## src/rtl/core/srle_pkg.sv

```systemverilog
// Shared types and constants for the run-length splash image blitter
package srle_pkg;

  // configuration register indexes (byte address is four times the index)
  localparam int unsigned PADDR_W = 5;
  localparam logic [2:0] REG_POS_X         = 3'd0;
  localparam logic [2:0] REG_POS_Y         = 3'd1;
  localparam logic [2:0] REG_FRAME_COLUMNS = 3'd2;
  localparam logic [2:0] REG_FRAME_LINES   = 3'd3;
  localparam logic [2:0] REG_DOUBLE_SIZE   = 3'd4;

  // register reset values
  localparam logic [11:0] FRAME_COLUMNS_RST = 12'd720;
  localparam logic [11:0] FRAME_LINES_RST   = 12'd1280;

  // header layout
  localparam logic [4:0] HEADER_BYTES  = 5'd16;
  localparam logic [4:0] HDR_MAGIC0    = 5'd0;
  localparam logic [4:0] HDR_MAGIC1    = 5'd1;
  localparam logic [4:0] HDR_BPD       = 5'd4;
  localparam logic [4:0] HDR_WIDTH_LO  = 5'd6;
  localparam logic [4:0] HDR_WIDTH_HI  = 5'd7;
  localparam logic [4:0] HDR_HEIGHT_LO = 5'd8;
  localparam logic [4:0] HDR_HEIGHT_HI = 5'd9;
  localparam logic [7:0] MAGIC0        = 8'h53;
  localparam logic [7:0] MAGIC1        = 8'h52;
  localparam logic [7:0] BYTES_PER_DOT = 8'd2;

  // parser phases, one-hot
  typedef enum logic [7:0] {
    PH_HEADER = 8'b0000_0001,
    PH_FLAG   = 8'b0000_0010,
    PH_COUNT  = 8'b0000_0100,
    PH_RLOW   = 8'b0000_1000,
    PH_RHIGH  = 8'b0001_0000,
    PH_XLOW   = 8'b0010_0000,
    PH_XHIGH  = 8'b0100_0000,
    PH_IDLE   = 8'b1000_0000
  } phase_t;

  // input item
  typedef struct packed {
    logic [7:0] image_byte;
    logic       first_byte;
  } in_item_t;

  // result item
  typedef struct packed {
    logic [23:0] dest_index;
    logic [12:0] run_length;
    logic [7:0]  red;
    logic [7:0]  green;
    logic [7:0]  blue;
    logic        header_error;
    logic        last_of_run;
  } out_item_t;

  // decoded pixel run from the parser
  typedef struct packed {
    logic        err;
    logic [16:0] c0;
    logic [7:0]  count;
    logic [15:0] pix;
    logic [15:0] row;
    logic [15:0] width;
  } req_t;

  // clipped run in frame coordinates
  typedef struct packed {
    logic        err;
    logic [11:0] line;
    logic [11:0] col;
    logic [11:0] len;
    logic [15:0] pix;
  } run_t;

endpackage

```

## src/rtl/core/srle_parse.sv

```systemverilog
// Byte parser: header check and line decode into pixel run requests
module srle_parse (
  input  logic             clk,
  input  logic             rst_n,
  input  logic             in_valid,
  output logic             in_stall,
  input  srle_pkg::in_item_t in_item,
  output logic             req_valid,
  output srle_pkg::req_t   req,
  input  logic             req_ready
);
  import srle_pkg::*;

  phase_t      phase_r, phase_nxt, cur_phase;
  logic [4:0]  hcount_r, hcount_nxt, cur_hc, hc_inc;
  logic        dots_ok_r, dots_ok_nxt;
  logic [15:0] width_r, width_nxt;
  logic [15:0] height_r, height_nxt;
  logic [15:0] row_r, row_nxt, row_inc;
  logic [16:0] col_r, col_nxt, col_run, col_one;
  logic [7:0]  run_cnt_r, run_cnt_nxt;
  logic [7:0]  low_r, low_nxt;
  logic        req_valid_r;
  req_t        req_r, req_nxt;
  logic        emit;
  logic        accept;
  logic [7:0]  b;
  phase_t      end_phase;

  assign in_stall  = req_valid_r && !req_ready;
  assign accept    = in_valid && !in_stall;
  assign req_valid = req_valid_r;
  assign req       = req_r;

  // next parser state for the byte on the input
  always_comb begin
    b          = in_item.image_byte;
    cur_phase  = in_item.first_byte ? PH_HEADER : phase_r;
    cur_hc     = in_item.first_byte ? 5'd0 : hcount_r;
    hc_inc     = cur_hc + 5'd1;
    col_run    = col_r + {9'd0, run_cnt_r};
    col_one    = col_r + 17'd1;
    row_inc    = row_r + 16'd1;
    end_phase  = (row_inc >= height_r) ? PH_IDLE : PH_FLAG;

    phase_nxt   = phase_r;
    hcount_nxt  = hcount_r;
    dots_ok_nxt = dots_ok_r;
    width_nxt   = width_r;
    height_nxt  = height_r;
    row_nxt     = row_r;
    col_nxt     = col_r;
    run_cnt_nxt = run_cnt_r;
    low_nxt     = low_r;
    emit        = 1'b0;

    req_nxt.err   = 1'b0;
    req_nxt.c0    = col_r;
    req_nxt.count = run_cnt_r;
    req_nxt.pix   = {b, low_r};
    req_nxt.row   = row_r;
    req_nxt.width = width_r;

    case (cur_phase)
      PH_HEADER: begin
        phase_nxt  = PH_HEADER;
        hcount_nxt = hc_inc;
        case (cur_hc)
          HDR_MAGIC0:    dots_ok_nxt = (b == MAGIC0);
          HDR_MAGIC1:    dots_ok_nxt = dots_ok_r && (b == MAGIC1);
          HDR_BPD:       dots_ok_nxt = dots_ok_r && (b == BYTES_PER_DOT);
          HDR_WIDTH_LO:  width_nxt   = {8'd0, b};
          HDR_WIDTH_HI:  width_nxt   = {b, width_r[7:0]};
          HDR_HEIGHT_LO: height_nxt  = {8'd0, b};
          HDR_HEIGHT_HI: height_nxt  = {b, height_r[7:0]};
          default: ;
        endcase
        // header complete
        if (hc_inc >= HEADER_BYTES) begin
          row_nxt = 16'd0;
          col_nxt = 17'd0;
          if (!dots_ok_nxt) begin
            emit          = 1'b1;
            req_nxt.err   = 1'b1;
            req_nxt.c0    = 17'd0;
            req_nxt.count = 8'd0;
            req_nxt.pix   = 16'd0;
            req_nxt.row   = 16'd0;
            req_nxt.width = 16'd0;
            phase_nxt     = PH_IDLE;
          end else begin
            phase_nxt = (height_r == 16'd0) ? PH_IDLE : PH_FLAG;
          end
        end
      end
      PH_FLAG: begin
        col_nxt = 17'd0;
        if (b == 8'd0) begin
          // raw row; an empty raw row ends at its flag
          if (width_r == 16'd0) begin
            row_nxt   = row_inc;
            phase_nxt = end_phase;
          end else begin
            phase_nxt = PH_XLOW;
          end
        end else begin
          phase_nxt = PH_COUNT;
        end
      end
      PH_COUNT: begin
        run_cnt_nxt = b;
        phase_nxt   = PH_RLOW;
      end
      PH_RLOW: begin
        low_nxt   = b;
        phase_nxt = PH_RHIGH;
      end
      PH_RHIGH: begin
        emit = (run_cnt_r != 8'd0);
        if (col_run >= {1'b0, width_r}) begin
          row_nxt   = row_inc;
          col_nxt   = 17'd0;
          phase_nxt = end_phase;
        end else begin
          col_nxt   = col_run;
          phase_nxt = PH_COUNT;
        end
      end
      PH_XLOW: begin
        low_nxt   = b;
        phase_nxt = PH_XHIGH;
      end
      PH_XHIGH: begin
        emit          = 1'b1;
        req_nxt.count = 8'd1;
        if (col_one >= {1'b0, width_r}) begin
          row_nxt   = row_inc;
          col_nxt   = 17'd0;
          phase_nxt = end_phase;
        end else begin
          col_nxt   = col_one;
          phase_nxt = PH_XLOW;
        end
      end
      PH_IDLE: ;
      default: phase_nxt = PH_IDLE;
    endcase
  end

  // parser state and request register
  always_ff @(posedge clk) begin
    if (!rst_n) begin
      phase_r     <= PH_HEADER;
      hcount_r    <= 5'd0;
      dots_ok_r   <= 1'b0;
      width_r     <= 16'd0;
      height_r    <= 16'd0;
      row_r       <= 16'd0;
      col_r       <= 17'd0;
      run_cnt_r   <= 8'd0;
      low_r       <= 8'd0;
      req_valid_r <= 1'b0;
    end else begin
      if (accept) begin
        phase_r   <= phase_nxt;
        hcount_r  <= hcount_nxt;
        dots_ok_r <= dots_ok_nxt;
        width_r   <= width_nxt;
        height_r  <= height_nxt;
        row_r     <= row_nxt;
        col_r     <= col_nxt;
        run_cnt_r <= run_cnt_nxt;
        low_r     <= low_nxt;
      end
      if (!in_stall) begin
        req_valid_r <= accept && emit;
      end
    end
  end

  // request payload
  always_ff @(posedge clk) begin
    if (accept) begin
      req_r <= req_nxt;
    end
  end

endmodule

```

## src/rtl/core/srle_clip.sv

```systemverilog
// Clipper: maps a pixel run onto the frame and drops what falls outside
module srle_clip (
  input  logic           clk,
  input  logic           rst_n,
  input  logic           req_valid,
  input  srle_pkg::req_t req,
  output logic           req_ready,
  input  logic [11:0]    pos_x,
  input  logic [11:0]    pos_y,
  input  logic [11:0]    frame_lines,
  input  logic [12:0]    pitch,
  output logic           run_valid,
  output srle_pkg::run_t run,
  input  logic           run_ready
);
  import srle_pkg::*;

  logic signed [19:0] x, y, line, lines, pitch_s, wid;
  logic signed [19:0] xsta, xend_a, xend, first, last, lo, hi, len, col;
  logic               line_ok, visible;
  logic               run_valid_r;
  run_t               run_r, run_nxt;

  assign req_ready = !run_valid_r || run_ready;
  assign run_valid = run_valid_r;
  assign run       = run_r;

  // clip window and run bounds
  always_comb begin
    x       = signed'({{8{pos_x[11]}}, pos_x});
    y       = signed'({{8{pos_y[11]}}, pos_y});
    lines   = signed'({8'd0, frame_lines});
    pitch_s = signed'({7'd0, pitch});
    wid     = signed'({4'd0, req.width});
    line    = y + signed'({4'd0, req.row});
    line_ok = !line[19] && (line < lines);
    xsta    = x[19] ? -x : 20'sd0;
    xend_a  = wid - 20'sd1;
    xend    = ((x + xend_a) > (pitch_s - 20'sd1)) ? (pitch_s - 20'sd1 - x) : xend_a;
    first   = signed'({3'd0, req.c0});
    last    = first + signed'({12'd0, req.count}) - 20'sd1;
    lo      = (first < xsta) ? xsta : first;
    hi      = (last > xend) ? xend : last;
    len     = hi - lo + 20'sd1;
    col     = x + lo;
    visible = req.err || (line_ok && !(lo > hi));

    run_nxt.err  = req.err;
    run_nxt.line = req.err ? 12'd0 : line[11:0];
    run_nxt.col  = req.err ? 12'd0 : col[11:0];
    run_nxt.len  = req.err ? 12'd0 : len[11:0];
    run_nxt.pix  = req.err ? 16'd0 : req.pix;
  end

  // clipped run register
  always_ff @(posedge clk) begin
    if (!rst_n) begin
      run_valid_r <= 1'b0;
    end else if (req_ready) begin
      run_valid_r <= req_valid && visible;
    end
  end

  always_ff @(posedge clk) begin
    if (req_ready && req_valid) begin
      run_r <= run_nxt;
    end
  end

endmodule

```

## src/rtl/core/srle_emit.sv

```systemverilog
// Address stage and result register: frame index, doubling and RGB888 color
module srle_emit (
  input  logic                clk,
  input  logic                rst_n,
  input  logic                run_valid,
  input  srle_pkg::run_t      run,
  output logic                run_ready,
  input  logic                double_size,
  input  logic [12:0]         pitch,
  output logic                out_valid,
  input  logic                out_stall,
  output srle_pkg::out_item_t out_item
);
  import srle_pkg::*;

  logic        a_valid_r, a_second_r;
  logic [23:0] a_dest_r;
  logic [11:0] a_len_r;
  logic [15:0] a_pix_r;
  logic        a_err_r, a_dbl_r;
  logic [12:0] a_pitch_r;
  logic [24:0] prod;
  logic        out_free, a_send, a_done;
  logic        out_valid_r;
  out_item_t   out_r, out_nxt;

  assign out_free  = !out_valid_r || !out_stall;
  assign a_send    = a_valid_r && out_free;
  assign a_done    = a_send && (!a_dbl_r || a_second_r);
  assign run_ready = !a_valid_r || a_done;
  assign out_valid = out_valid_r;
  assign out_item  = out_r;

  // row start address
  assign prod = {13'd0, run.line} * {12'd0, pitch};

  // result fields from the address register
  always_comb begin
    if (a_dbl_r) begin
      out_nxt.dest_index = {a_dest_r[22:0], 1'b0} + (a_second_r ? {11'd0, a_pitch_r} : 24'd0);
      out_nxt.run_length = {a_len_r, 1'b0};
    end else begin
      out_nxt.dest_index = a_dest_r;
      out_nxt.run_length = {1'b0, a_len_r};
    end
    out_nxt.red          = {a_pix_r[15:11], 3'd0};
    out_nxt.green        = {a_pix_r[10:5], 2'd0};
    out_nxt.blue         = {a_pix_r[4:0], 3'd0};
    out_nxt.header_error = a_err_r;
    out_nxt.last_of_run  = !a_dbl_r || a_second_r;
  end

  // address stage control; a doubled run stays for two results
  always_ff @(posedge clk) begin
    if (!rst_n) begin
      a_valid_r  <= 1'b0;
      a_second_r <= 1'b0;
    end else if (run_ready) begin
      a_valid_r  <= run_valid;
      a_second_r <= 1'b0;
    end else if (a_send) begin
      a_second_r <= 1'b1;
    end
  end

  always_ff @(posedge clk) begin
    if (run_ready && run_valid) begin
      a_dest_r  <= prod[23:0] + {12'd0, run.col};
      a_len_r   <= run.len;
      a_pix_r   <= run.pix;
      a_err_r   <= run.err;
      a_dbl_r   <= double_size && !run.err;
      a_pitch_r <= pitch;
    end
  end

  // result register
  always_ff @(posedge clk) begin
    if (!rst_n) begin
      out_valid_r <= 1'b0;
    end else if (out_free) begin
      out_valid_r <= a_valid_r;
    end
  end

  always_ff @(posedge clk) begin
    if (a_send) begin
      out_r <= out_nxt;
    end
  end

endmodule

```

## src/rtl/core/splash_rle_rgb565_blitter_unit.sv

```systemverilog
// Top level of the run-length RGB565 splash blitter with its register port
//
// The input channel takes one byte of a compressed splash file per item;
// first_byte marks header byte 0 and restarts parsing. The result channel
// gives destination runs: frame index, length and an RGB888 color, or one
// header_error item when the magic or bytes-per-dot field is wrong.
// Placement, frame size and 2x2 doubling live in the register port; write
// them only while no item is in flight.
// Throughput: one input item per cycle while in_stall is low. An item that
// yields a doubled run holds the address stage for both its results, one
// after the other, since both share the single result register. Items that
// yield nothing leave no gap. A result passes the request, clip and
// address registers, then the result register. On a receiver stall the
// result register holds and the stall reaches back through full stages at
// once; in_stall rises only with full request, clip and address stages.
// Reset clears the parser to the header phase, empties all stages and
// loads the register defaults (720 x 1280 frame, no offset, no doubling).
module splash_rle_rgb565_blitter_unit #(
  parameter int unsigned MAX_FRAME_COLUMNS = 2048
) (
  input  logic                      clk,
  input  logic                      rst_n,
  input  logic                      in_valid,
  output logic                      in_stall,
  input  srle_pkg::in_item_t        in_item,
  output logic                      out_valid,
  input  logic                      out_stall,
  output srle_pkg::out_item_t       out_item,
  input  logic                      psel,
  input  logic                      penable,
  input  logic                      pwrite,
  input  logic [srle_pkg::PADDR_W-1:0] paddr,
  input  logic [31:0]               pwdata,
  output logic [31:0]               prdata,
  output logic                      pready
);
  import srle_pkg::*;

  logic [11:0] pos_x_r, pos_y_r, frame_columns_r, frame_lines_r;
  logic        double_size_r;
  logic [2:0]  reg_idx;
  logic        cfg_write;
  logic [12:0] pitch;
  logic        req_valid, req_ready, run_valid, run_ready;
  req_t        req;
  run_t        run;

  assign pready    = 1'b1;
  assign reg_idx   = paddr[PADDR_W-1:2];
  assign cfg_write = psel && penable && pwrite;

  // register writes
  always_ff @(posedge clk) begin
    if (!rst_n) begin
      pos_x_r         <= 12'd0;
      pos_y_r         <= 12'd0;
      frame_columns_r <= FRAME_COLUMNS_RST;
      frame_lines_r   <= FRAME_LINES_RST;
      double_size_r   <= 1'b0;
    end else if (cfg_write) begin
      case (reg_idx)
        REG_POS_X:         pos_x_r         <= pwdata[11:0];
        REG_POS_Y:         pos_y_r         <= pwdata[11:0];
        REG_FRAME_COLUMNS: frame_columns_r <= pwdata[11:0];
        REG_FRAME_LINES:   frame_lines_r   <= pwdata[11:0];
        REG_DOUBLE_SIZE:   double_size_r   <= pwdata[0];
        default: ;
      endcase
    end
  end

  // register reads
  always_comb begin
    case (reg_idx)
      REG_POS_X:         prdata = {20'd0, pos_x_r};
      REG_POS_Y:         prdata = {20'd0, pos_y_r};
      REG_FRAME_COLUMNS: prdata = {20'd0, frame_columns_r};
      REG_FRAME_LINES:   prdata = {20'd0, frame_lines_r};
      REG_DOUBLE_SIZE:   prdata = {31'd0, double_size_r};
      default:           prdata = 32'd0;
    endcase
  end

  // row pitch limited to the widest supported frame
  assign pitch = ({1'b0, frame_columns_r} > 13'(MAX_FRAME_COLUMNS)) ?
                 13'(MAX_FRAME_COLUMNS) : {1'b0, frame_columns_r};

  srle_parse u_parse (
    .clk       (clk),
    .rst_n     (rst_n),
    .in_valid  (in_valid),
    .in_stall  (in_stall),
    .in_item   (in_item),
    .req_valid (req_valid),
    .req       (req),
    .req_ready (req_ready)
  );

  srle_clip u_clip (
    .clk         (clk),
    .rst_n       (rst_n),
    .req_valid   (req_valid),
    .req         (req),
    .req_ready   (req_ready),
    .pos_x       (pos_x_r),
    .pos_y       (pos_y_r),
    .frame_lines (frame_lines_r),
    .pitch       (pitch),
    .run_valid   (run_valid),
    .run         (run),
    .run_ready   (run_ready)
  );

  srle_emit u_emit (
    .clk         (clk),
    .rst_n       (rst_n),
    .run_valid   (run_valid),
    .run         (run),
    .run_ready   (run_ready),
    .double_size (double_size_r),
    .pitch       (pitch),
    .out_valid   (out_valid),
    .out_stall   (out_stall),
    .out_item    (out_item)
  );

endmodule

```

## config.mk

```make
export PLATFORM = sky130hd
export DESIGN_NAME = splash_rle_rgb565_blitter_unit
export DESIGN_NICKNAME = d
export VERILOG_FILES = /design/src/rtl/core/srle_pkg.sv /design/src/rtl/core/srle_parse.sv /design/src/rtl/core/srle_clip.sv /design/src/rtl/core/srle_emit.sv /design/src/rtl/core/splash_rle_rgb565_blitter_unit.sv
export SDC_FILE = /design/constraint.sdc
export NUM_CORES = 1
export LEC_CHECK = 0
export ABC_AREA = 1
export BUFFER_PORTS_ARGS = -buffer_cell sky130_fd_sc_hd__buf_2
export CAP_MARGIN = 15
export CORE_MARGIN = 3
export CORE_UTILIZATION = 65
export DETAILED_ROUTE_END_ITERATION = 16
export HOLD_SLACK_MARGIN = 0.06
export PLACE_DENSITY_LB_ADDON = 0.2
export SLEW_MARGIN = 20
export SYNTH_ARGS = -nofsm -noshare
export SYNTH_HDL_FRONTEND = slang
export SYNTH_HIERARCHICAL = 1
export SYNTH_SLANG_ARGS = --single-unit
export TNS_END_PERCENT = 50
```

## constraint.sdc

```tcl
create_clock -name clk -period 22.6 [get_ports clk]
set_input_delay 4.52 -clock clk [delete_from_list [all_inputs] [get_ports clk]]
set_output_delay 4.52 -clock clk [all_outputs]
set_load 0.005 [all_outputs]
```

-- Word level (Yosys, flattened, before mapping)
Cells that the tools add are included.
Widths: inputs -> output; s select.
- word-level logic and storage cells: 203
- output and inout bits: 98
- register bits: 398
- input bits: 53
- reductions and logical operators: 57
- equal/unequal tests: 26
- $lt $le $gt $ge: 10
- bitwise logic cells: 4
- add/sub/neg operators: 17
- $mul: 1
- muxes and demuxes: 41
- operator list (operator ; number):
    $mux 16 ; 5
    $mux 20 ; 4
    $mux 74 ; 1
    $mux 73 ; 1
    $mux 8 ; 9
    $mux 17 ; 4
    $pmux 17 s4 ; 1
    $pmux 16 s2 ; 2
    $pmux 16 s4 ; 1
    $pmux 8 s8 ; 1
    $pmux 12 s5 ; 1
    $mux 48 ; 1
    $gt 20x20->1 ; 2
    $mux 37 ; 1
    $add 12x17->18 ; 2
    $ge 17x16->1 ; 2
    $logic_not 16->1 ; 2
    $add 24x12->24 ; 1
    $add 24x24->24 ; 1
    $eq 8x7->1 const B ; 3
    $mul 12x12->24 ; 1
    $lt 18x20->1 ; 1
    $lt 20x13->1 ; 1
    $neg 12->20 ; 1
    other kinds (51) ; 107

-- Longest topological paths before layout
Gate-level depths: netlist of the first run.
- word-level depth: 12
- mapped depth: 63
- mapped depth without buffers: 62

-- Modules after synthesis
Netlist of the first run, hierarchy kept.
- by module, submodules not included (module ; sequential area each (um2) ; instances ; cells each ; area each (um2)):
    srle_emit ; 3723.6 ; 1 ; 1309 ; 11300.8
    srle_clip ; 1611.5 ; 1 ; 1496 ; 9989.6
    srle_parse ; 4144.0 ; 1 ; 1262 ; 9572.9
    splash_rle_rgb565_blitter_unit ; 980.9 ; 1 ; 373 ; 2508.7

-- Worst setup path after synthesis of the first run
Ideal clock, no wire load.
- path kind: input port to output port
- from: input port paddr[3] (netlist name)
- to: output port prdata[11]
- cell stages on the path: 6
- path buffers: 1
- setup slack: 12930 ps
- data arrival time: 5150 ps
- required time: 18080 ps
- cells stage by stage: nor2_2 nand2_2 inv_2 buf_2 nand2_1 nand4_1
- cells in the longest elaborated chain, start to end: 2
- elaborated cells between the ends (all ways): 6
- those cells by class: eq/ne: 4; mux: 1; reduce/logical: 1
- ends and longest elaborated chain (element ; RTL line ; text):
    start, declared ; splash_rle_rgb565_blitter_unit.sv:32 ; input logic [srle_pkg::PADDR_W-1:0] paddr,
    $eq 3x3->1 (tied with other cells) ; splash_rle_rgb565_blitter_unit.sv:74 ; case (reg_idx)
    $pmux 12 s5 * ; splash_rle_rgb565_blitter_unit.sv:74 ;
    end, declared ; splash_rle_rgb565_blitter_unit.sv:34 ; output logic [31:0] prdata,
Every way passes the cells marked *; elsewhere a longest branch is shown, timed or not.

-- Worst setup path after layout of the first run
- from: input port out_stall
- to: output port in_stall
- cells in the longest elaborated chain, start to end: 8
- ends and longest elaborated chain (element ; RTL line ; text):
    start, declared ; splash_rle_rgb565_blitter_unit.sv:27 ; input logic out_stall,
    $logic_not 1->1 ; srle_emit.sv:27 ; assign out_free = !out_valid_r || !out_stall;
    $logic_or 1x1->1 ; srle_emit.sv:27 ;
    $logic_and 1x1->1 ; srle_emit.sv:28 ; assign a_send = a_valid_r && out_free;
    $logic_and 1x1->1 ; srle_emit.sv:29 ; assign a_done = a_send && (!a_dbl_r || a_second_r);
    $logic_or 1x1->1 ; srle_emit.sv:30 ; assign run_ready = !a_valid_r || a_done;
    net run_ready ; splash_rle_rgb565_blitter_unit.sv:44 ; logic req_valid, req_ready, run_valid, run_ready;
    $logic_or 1x1->1 ; srle_clip.sv:24 ; assign req_ready = !run_valid_r || run_ready;
    net req_ready ; splash_rle_rgb565_blitter_unit.sv:44 ;
    $logic_not 1->1 ; srle_parse.sv:30 ; assign in_stall = req_valid_r && !req_ready;
    $logic_and 1x1->1 ; srle_parse.sv:30 ;
    end, declared ; splash_rle_rgb565_blitter_unit.sv:24 ; output logic in_stall,
The timed path passes the listed nets, and every way through them passes these cells.

==> results of run 1 <==
[area by class of cell]
class                           count  area share, %
Antenna cell                        1        0.00699
Clock inverter                     25          0.745
Sequential cell                   398           29.2
Inverter                          889           9.32
Timing Repair Buffer              127           1.97
Tap cell                          672           2.35
Clock buffer                       52           3.28
Multi-Input combinational cell   3058           53.1
[per-stage QoR]
| stage | utilization [%] | instances | setup WS [ps] | power [µW] |
|---|---|---|---|---|
| 2_1_floorplan | - | 4478 | 12930 | 1250 |
| 3_3_place_gp | 68.0 | 5144 | 12200 | 1370 |
| 3_5_place_dp | 68.0 | 5144 | 12160 | 1380 |
| 4_1_cts | 70.9 | 5221 | 12160 | 2100 |
| 5_1_grt | 70.9 | 5221 | 12050 | 2220 |
| 6_report | 70.9 | 5222 | 12140 | 2100 |
[cell families after synthesis]
logic type      count (synthesis)  share of synthesized area, %
simple gates                 1849                          23.4
fa+ha+maj                     463                          20.3
buf+inv                      1022                          12.2
compound gates                564                          9.07
flops                         398                          31.3
xor+xnor                      139                          3.65
other cells                     5                        0.0562
[synthesized netlist by cell type (62+ instances only)]
master,number,area (µm²)
sky130_fd_sc_hd__nand3_1,168,841
sky130_fd_sc_hd__edfxtp_1,249,7480
sky130_fd_sc_hd__inv_1,859,3220
sky130_fd_sc_hd__nor3_1,63,315
sky130_fd_sc_hd__xor2_1,106,928
sky130_fd_sc_hd__fa_1,129,2580
sky130_fd_sc_hd__o21ai_0,169,846
sky130_fd_sc_hd__dfxtp_1,149,2980
sky130_fd_sc_hd__nor2_1,313,1170
sky130_fd_sc_hd__nand2_1,1152,4320
sky130_fd_sc_hd__a21oi_1,271,1360
sky130_fd_sc_hd__clkbuf_1,62,233
sky130_fd_sc_hd__ha_1,334,4180
[final timing paths]
path,cells after the start,slack [ps],startpoint,endpoint
hold / removal,0,420,u_emit/a_pix_r[9],u_emit/out_item[16]
hold reg to reg,0,420,u_emit/a_pix_r[9],u_emit/out_item[16]
setup / recovery,8,12140,out_stall,in_stall
setup reg to reg,61,13680,u_parse/req[0],u_clip/run[27]
[where the power goes]
part | internal, µW | leakage, µW | switching, µW
registers | 797 | 0.00356 | 12.3
logic | 198 | 0.0144 | 371
clock network | 420 | 0.000708 | 298
total | 1420 | 0.0187 | 681
[placed cells by master, fill, tap and decap left out, drive strengths merged, types with 7 or more instances in the layout]
master,instances
nand3,181
fa,129
nor4,15
o21ai,222
o21bai,11
a21o,14
nand4,51
a31oi,7
xor2,106
nand3b,18
inv,890
nor2,327
a21oi,273
nand2,1171
buf,127
conb,43
ha,334
dfxtp,149
xnor2,33
clkinv,18
nor3,75
edfxtp,249
clkbuf,52
[state kept, by name, summed over array words and instances, names as in the netlist, 5 cells and up]
| register | flops |
|---|---|
| frame_lines_r | 12 |
| u_parse/hcount_r | 5 |
| u_parse/col_r | 17 |
| u_clip/run | 53 |
| u_parse/run_cnt_r | 8 |
| u_parse/phase_r | 8 |
| u_emit/a_dest_r | 24 |
| u_parse/row_r | 16 |
| u_emit/a_len_r | 12 |
| u_emit/a_pix_r | 16 |
| pos_x_r | 12 |
| u_parse/req | 74 |
| u_parse/height_r | 16 |
| frame_columns_r | 12 |
| u_emit/out_item | 55 |
| u_emit/a_pitch_r | 13 |
| pos_y_r | 12 |
| u_parse/low_r | 8 |
| u_parse/width_r | 16 |
[metal layers]
metal | vias up | track usage, %
met2 | 1066 | 52.5
met4 | 0 | 13.8
met1 | 12970 | 40.7
met3 | 236 | 3.98
met5 | - | 0
li1 | 14139 | -
[worst reg2reg max path, delay by kind of cell, from the launching register on]
family                   cells  cell delay, ps
AND/OR/NAND/NOR             34            3590
flip-flops                   1             350
buffers and inverters        9            1270
AO/OA/AOI/OAI               10            1290
adder cells (fa/ha/maj)      7            1970
XOR/XNOR                     1             230
==> Implementation_results.wiki, run 1 <==
{| class="wikitable"
! Metric !! Value
|-
| Clock-pin slew on the worst setup and hold paths || 60 ps
|-
| TritonCTS clock tree || built
|-
| Inserted Clock Buffers || 42
|-
| Antenna viol nets, final || 0
|-
| Final cycle utilization of the critical path || 46.3%
|-
| Number of global-route vias before repair || 26,402
|-
| Vias after detailed routing || 28,411
|-
| CTS sink cnt || 398
|-
| Flops & latches, synth || 398
|-
| Ys async rst share || 0%
|-
| Fin. Hold Viols || 0
|-
| Highest metal layer with signal wires || met4
|-
| Maximum buffer depth of the clock tree || 3
|-
| Number of top-level design ports || 151
|-
| Wire length of the first global-routing pass || 135 mm
|-
| Worst min-delay path class || flip-flop to flip-flop
|-
| Hold buffers post-CTS || 0
|-
| Post-detailed-routing wire length || 84.7 mm
|-
| Count of H-tree levels built during CTS || 2
|-
| Relative area change from synthesis to final layout || 7.24%
|-
| Footprint of the flip-flops and latches || 0.0105 mm²
|-
| Cell area after layout || 0.0358 mm²
|-
| Dominant delay contributor by cell family on the critical path || buffers and inverters
|-
| Initial Util || 66.1%
|-
| Final setup fails || 0
|-
| Die width || 233 µm
|-
| Relative slew slack || 33.3%
|-
| Share of final-layout standard cells stronger than drive strength 1 || 6.51%
|-
| Wire length on met2 || 39.6 mm
|-
| Worst-Margin Slew || 1000 ps
|-
| Antenna violations before repair || 0
|-
| Post-route DRC violation count || 0
|-
| Kind of launch point of the worst setup path || input port
|-
| Peak clock frequency supported by timing || 95.6 MHz
|-
| Fill cell count || 4,151
|-
| Routed wire per std cell || 16.2 µm
|-
| First DRT Iteration DRCs || 2,342
|-
| CTS-repair resized insts || 0
|-
| Multi-input logic area || 0.0190 mm²
|-
| Worst Path Buf+Inv || 4
|-
| Worst hold slack || 417 ps
|-
| Mapped cell area || 0.0334 mm²
|-
| Routability cong. || 0.962
|-
| Gr usage total || 31.3%
|-
| Clock latency on the worst-skew pair || 570 ps
|-
| Required time worst endpoint || 18,080 ps
|-
| Overall die area || 0.0541 mm²
|-
| Maximum fanout count along the critical path || 3
|-
| Vertical extent of the die || 233 µm
|-
| Total cell area at the placement stage || 0.0343 mm²
|-
| Met1 layer wirelength in the final routing || 35.1 mm
|-
| Run status || finished, final reports clean
|-
| Synthesis warning total || 6
|-
| Top FF cell, synth || sky130_fd_sc_hd__edfxtp_1
|-
| Synthesized area per cell || 7.52 µm²
|-
| Data arrival, critical path || 5940 ps
|-
| DRT Pass-1 Iters || 6
|-
| Cell with the biggest individual delay on the critical path || sky130_fd_sc_hd__a21oi_1
|-
| Kind of critical path || input port to output port
|-
| Number of cells produced by synthesis || 4,440
|-
| Final critical path time including I/O delays and setup || 10,460 ps
|-
| Count of input and output buffers || 99
|-
| Clock Skew || 21.5 ps
|-
| Detailed-routed wire length on met3 || 5.77 mm
|-
| Root Buffer || sky130_fd_sc_hd__clkbuf_16
|-
| Vias per cell || 5.44
|-
| Post-CTS setup buffer count || 0
|-
| Largest net degree at the start of global routing || 85
|-
| Sequential share of the synthesized area || 31.3%
|-
| Final-layout setup total negative slack || 0 ps
|-
| Power density over cell area || 58.6 mW/mm²
|-
| Unrepaired setup endpoints after global routing || no
|-
| Number of flops mapped to enable cells by yosys || 249
|-
| Fin. max-slew vios || 0
|-
| Sequence of cells on the critical path || buf_2 > nand2_1 > a21oi_1 > inv_1 > inv_1 > nand2_1 > nor2_1 > buf_2
|-
| Count of different cell masters after synthesis || 68
|-
| Gr ovfl total || 0
|-
| Maximum single-stage delay on the critical path || 300 ps
|-
| Final HPWL from detailed placement || 66.5 mm
|-
| Core area || 0.0505 mm²
|-
| Final-stage net count || 5,032
|-
| Cell leakage power || 0.0187 µW
|-
| Site Rows || 82
|-
| Highest ir drop seen on vdd || 0.0634 mV
|-
| Worst setup EP type || output port
|-
| Max-cap viol count || 0
|}
Note: power is estimated with default switching activity, not from simulation.
==> run 2, diff against run 1 <==
- ABC_AREA: 1 -> 0
- CORE_UTILIZATION: 65 -> 57
- clock period: 22.6 -> 9.4 ns (I/O delays scaled with it)
==> run 2 against run 1 <==
Combinational power up 75%. Register-to-register slack worse by 13000 ps. Via count down 13%. Synthesized cell count down 24%. Hold slack better by 1.3 ps. Count of clock-buffer cells in the layout up 5. Die area up 8.3%. Flip-flop and latch count unchanged. Non-clock buffer count up 20.
==> Implementation_results.wiki, run 2 <==
{| class="wikitable"
! Metric !! Value
|-
| Final setup fails || 0
|-
| Final-stage net count || 3,975
|-
| Worst setup EP type || flip-flop
|-
| Cell with the biggest individual delay on the critical path || sky130_fd_sc_hd__edfxtp_1
|-
| Vias after detailed routing || 24,781
|-
| Routed wire per std cell || 19.6 µm
|-
| Multi-input logic area || 0.0193 mm²
|-
| Final critical path time including I/O delays and setup || 8880 ps
|-
| Sequential share of the synthesized area || 32.9%
|-
| Run status || finished, final reports clean
|-
| Ys async rst share || 0%
|-
| CTS sink cnt || 398
|-
| Relative area change from synthesis to final layout || 9.04%
|-
| Share of final-layout standard cells stronger than drive strength 1 || 8.73%
|-
| Final-layout setup total negative slack || 0 ps
|-
| Fin. max-slew vios || 0
|-
| Post-CTS setup buffer count || 0
|-
| Clock latency on the worst-skew pair || 580 ps
|-
| Max reg flops || 74
|-
| First DRT Iteration DRCs || 1,519
|-
| Mapped cell area || 0.0318 mm²
|-
| Final HPWL from detailed placement || 64.7 mm
|-
| Core area || 0.0545 mm²
|-
| Most common cell after layout, fill and taps aside || sky130_fd_sc_hd__inv_1
|-
| Cell leakage power || 0.0151 µW
|-
| Inserted Diodes || 0
|-
| CTS-repair resized insts || 0
|-
| Data arrival, critical path || 9170 ps
|-
| Cell Count, Final, Fillers Out || 4,232
|-
| Number of top-level design ports || 151
|-
| Footprint of the flip-flops and latches || 0.0105 mm²
|-
| Fill cell count || 4,468
|-
| Antenna violations before repair || 1
|-
| Final core area utilization || 63.6%
|-
| Met2 GRT Util || 48.7%
|-
| Vertical extent of the die || 242 µm
|-
| Number of flops mapped to enable cells by yosys || 249
|-
| Leading cell types in the layout, fill and taps excluded || sky130_fd_sc_hd__inv_1 (397), sky130_fd_sc_hd__ha_1 (334), sky130_fd_sc_hd__nand2_1 (301), sky130_fd_sc_hd__edfxtp_1 (249), sky130_fd_sc_hd__nor2_1 (234)
|-
| Relative slew slack || 30.3%
|-
| Kind of launch point of the worst setup path || flip-flop
|-
| Worst min-delay path class || flip-flop to flip-flop
|-
| TritonCTS clock tree || built
|-
| Site Rows || 85
|-
| Minimum setup slack among reg-to-reg paths || 520 ps
|-
| Largest net degree at the start of global routing || 81
|-
| Die width || 242 µm
|-
| Clock-pin slew on the worst setup and hold paths || 60 ps
|-
| Power density over cell area || 137 mW/mm²
|-
| Synthesized area per cell || 9.42 µm²
|-
| Cell with the most instances after synthesis || sky130_fd_sc_hd__inv_1
|-
| Flops & latches, synth || 398
|-
| Yosys top cell area share || 23.5%
|-
| Routability cong. || 0.972
|-
| Inserted Clock Buffers || 43
|-
| Maximum single-stage delay on the critical path || 450 ps
|-
| Worst hold slack || 418 ps
|-
| Clock Skew || 31.4 ps
|-
| Highest ir drop seen on vdd || 0.152 mV
|-
| Post-route DRC violation count || 0
|-
| Top FF cell, synth || sky130_fd_sc_hd__edfxtp_1
|-
| Fin. Hold Viols || 0
|-
| Antenna viol nets, final || 0
|-
| Root Buffer || sky130_fd_sc_hd__clkbuf_16
|-
| Worst Slack Setup Final || 523 ps
|-
| DRT Pass-1 Iters || 5
|-
| Count of H-tree levels built during CTS || 2
|-
| Global-route met1 utilization || 33.7%
|-
| Hold buffers post-CTS || 0
|-
| Gr usage total || 28.0%
|-
| Required time worst endpoint || 9700 ps
|-
| Cell seen most often among critical-path stages || sky130_fd_sc_hd__ha_1
|-
| Count of input and output buffers || 99
|-
| Maximum fanout count along the critical path || 18
|-
| Post-detailed-routing wire length || 83.1 mm
|-
| Cell type with the highest aggregate area in the netlist || sky130_fd_sc_hd__edfxtp_1
|-
| Number of placed instances with taps included || 4,153
|-
| Max-cap viol count || 0
|-
| Vias per cell || 5.86
|-
| Hold Path Depth || 0
|-
| Number of global-route vias before repair || 25,201
|-
| Wire length of the first global-routing pass || 133 mm
|-
| Overall die area || 0.0586 mm²
|-
| Worst-Margin Slew || 1040 ps
|-
| Highest-utilization routing layer at the global route stage || met2
|-
| Kind of critical path || flip-flop to flip-flop
|-
| Biggest area contributors in the synthesized netlist || sky130_fd_sc_hd__edfxtp_1 (24%), sky130_fd_sc_hd__ha_1 (13%), sky130_fd_sc_hd__dfxtp_1 (9.4%), sky130_fd_sc_hd__fa_1 (8.1%), sky130_fd_sc_hd__inv_1 (4.7%)
|-
| Final cycle utilization of the critical path || 94.4%
|-
| Synthesis warning total || 6
|-
| Gr ovfl total || 0
|-
| Met3 routing resource usage after global routing || 3.21%
|-
| Pre-CTS worst setup slack || 188 ps
|-
| Count of different cell masters after synthesis || 107
|-
| Peak clock frequency supported by timing || 113 MHz
|-
| R2R cell count || 42
|-
| Commonest cells in the netlist || sky130_fd_sc_hd__inv_1 (398), sky130_fd_sc_hd__ha_1 (334), sky130_fd_sc_hd__nand2_1 (301)
|-
| Maximum buffer depth of the clock tree || 3
|-
| Number of cells produced by synthesis || 3,372
|-
| Initial Util || 58.3%
|}
run 2: cell types whose count changed after synthesis, moves of 38 or more:
cell,previous run,this run
sky130_fd_sc_hd__a21o_1,13,51
sky130_fd_sc_hd__and2_1,1,146
sky130_fd_sc_hd__mux2i_1,0,86
sky130_fd_sc_hd__nor2_1,313,235
sky130_fd_sc_hd__nand3_1,168,52
sky130_fd_sc_hd__xor2_1,106,61
sky130_fd_sc_hd__nor2b_1,0,80
sky130_fd_sc_hd__o21ai_0,169,118
sky130_fd_sc_hd__nand2_1,1152,301
sky130_fd_sc_hd__a21oi_1,271,146
sky130_fd_sc_hd__inv_1,859,398
sky130_fd_sc_hd__xnor2_1,33,100
run 2: worst paths after layout:
path | startpoint | endpoint
setup / recovery | u_parse/req[4] | u_clip/run[27]
hold / removal | u_emit/a_pix_r[3] | u_emit/out_item[8]
setup reg to reg | u_parse/req[4] | u_clip/run[27]
hold reg to reg | u_emit/a_pix_r[3] | u_emit/out_item[8]
run 2: per-stage QoR:
stage | power (µW) | cell area, µm²
2_1_floorplan | 2670 | 31900
3_3_place_gp | 2880 | 33000
3_5_place_dp | 2900 | 33000
4_1_cts | 4750 | 34500
5_1_grt | 4980 | 34600
6_report | 4750 | 34600
run 2: kinds of logic after synthesis:
group	Yosys count	share of synthesized area, %
muxes	115	4.13
and+or+nand+nor	1093	17.5
other	5	0.0591
buffers and inverters	542	6.97
adders and majority gates	463	21.3
AOI/OAI and AO/OA	594	12.6
DFF	398	32.9
xor gates and xnor gates	162	4.49
run 2: power breakdown:
part	internal, µW	switching [µW]	total [µW]	leakage (µW)
clock	1130	720	1850	0.000750
sequential	1890	16.9	1910	0.00350
combinational	415	580	996	0.0108
total	3430	1320	4750	0.0151
run 2: worst max-delay path, delay by kind of cell, from the launching register on:
kind / cells / cell delay [ps]
compound gates: 16 / 3170
flops: 1 / 450
fa+ha+maj: 6 / 1850
simple gates: 12 / 1850
buf+inv: 5 / 640
xor+xnor: 3 / 640
run 2: layout make-up:
class	instances	area share [%]
Tap cell	739	2.67
Timing Repair Buffer	147	2.55
Sequential cell	398	30.2
Multi-Input combinational cell	2470	55.8
Inverter	399	4.33
Clock buffer	57	3.35
Clock inverter	22	1.11
run 2: metal layers:
layer	routed length (µm)	vias up
met2	40600	785
met1	33300	11941
met5	11	-
li1	-	11805
met4	5020	2
met3	4190	248
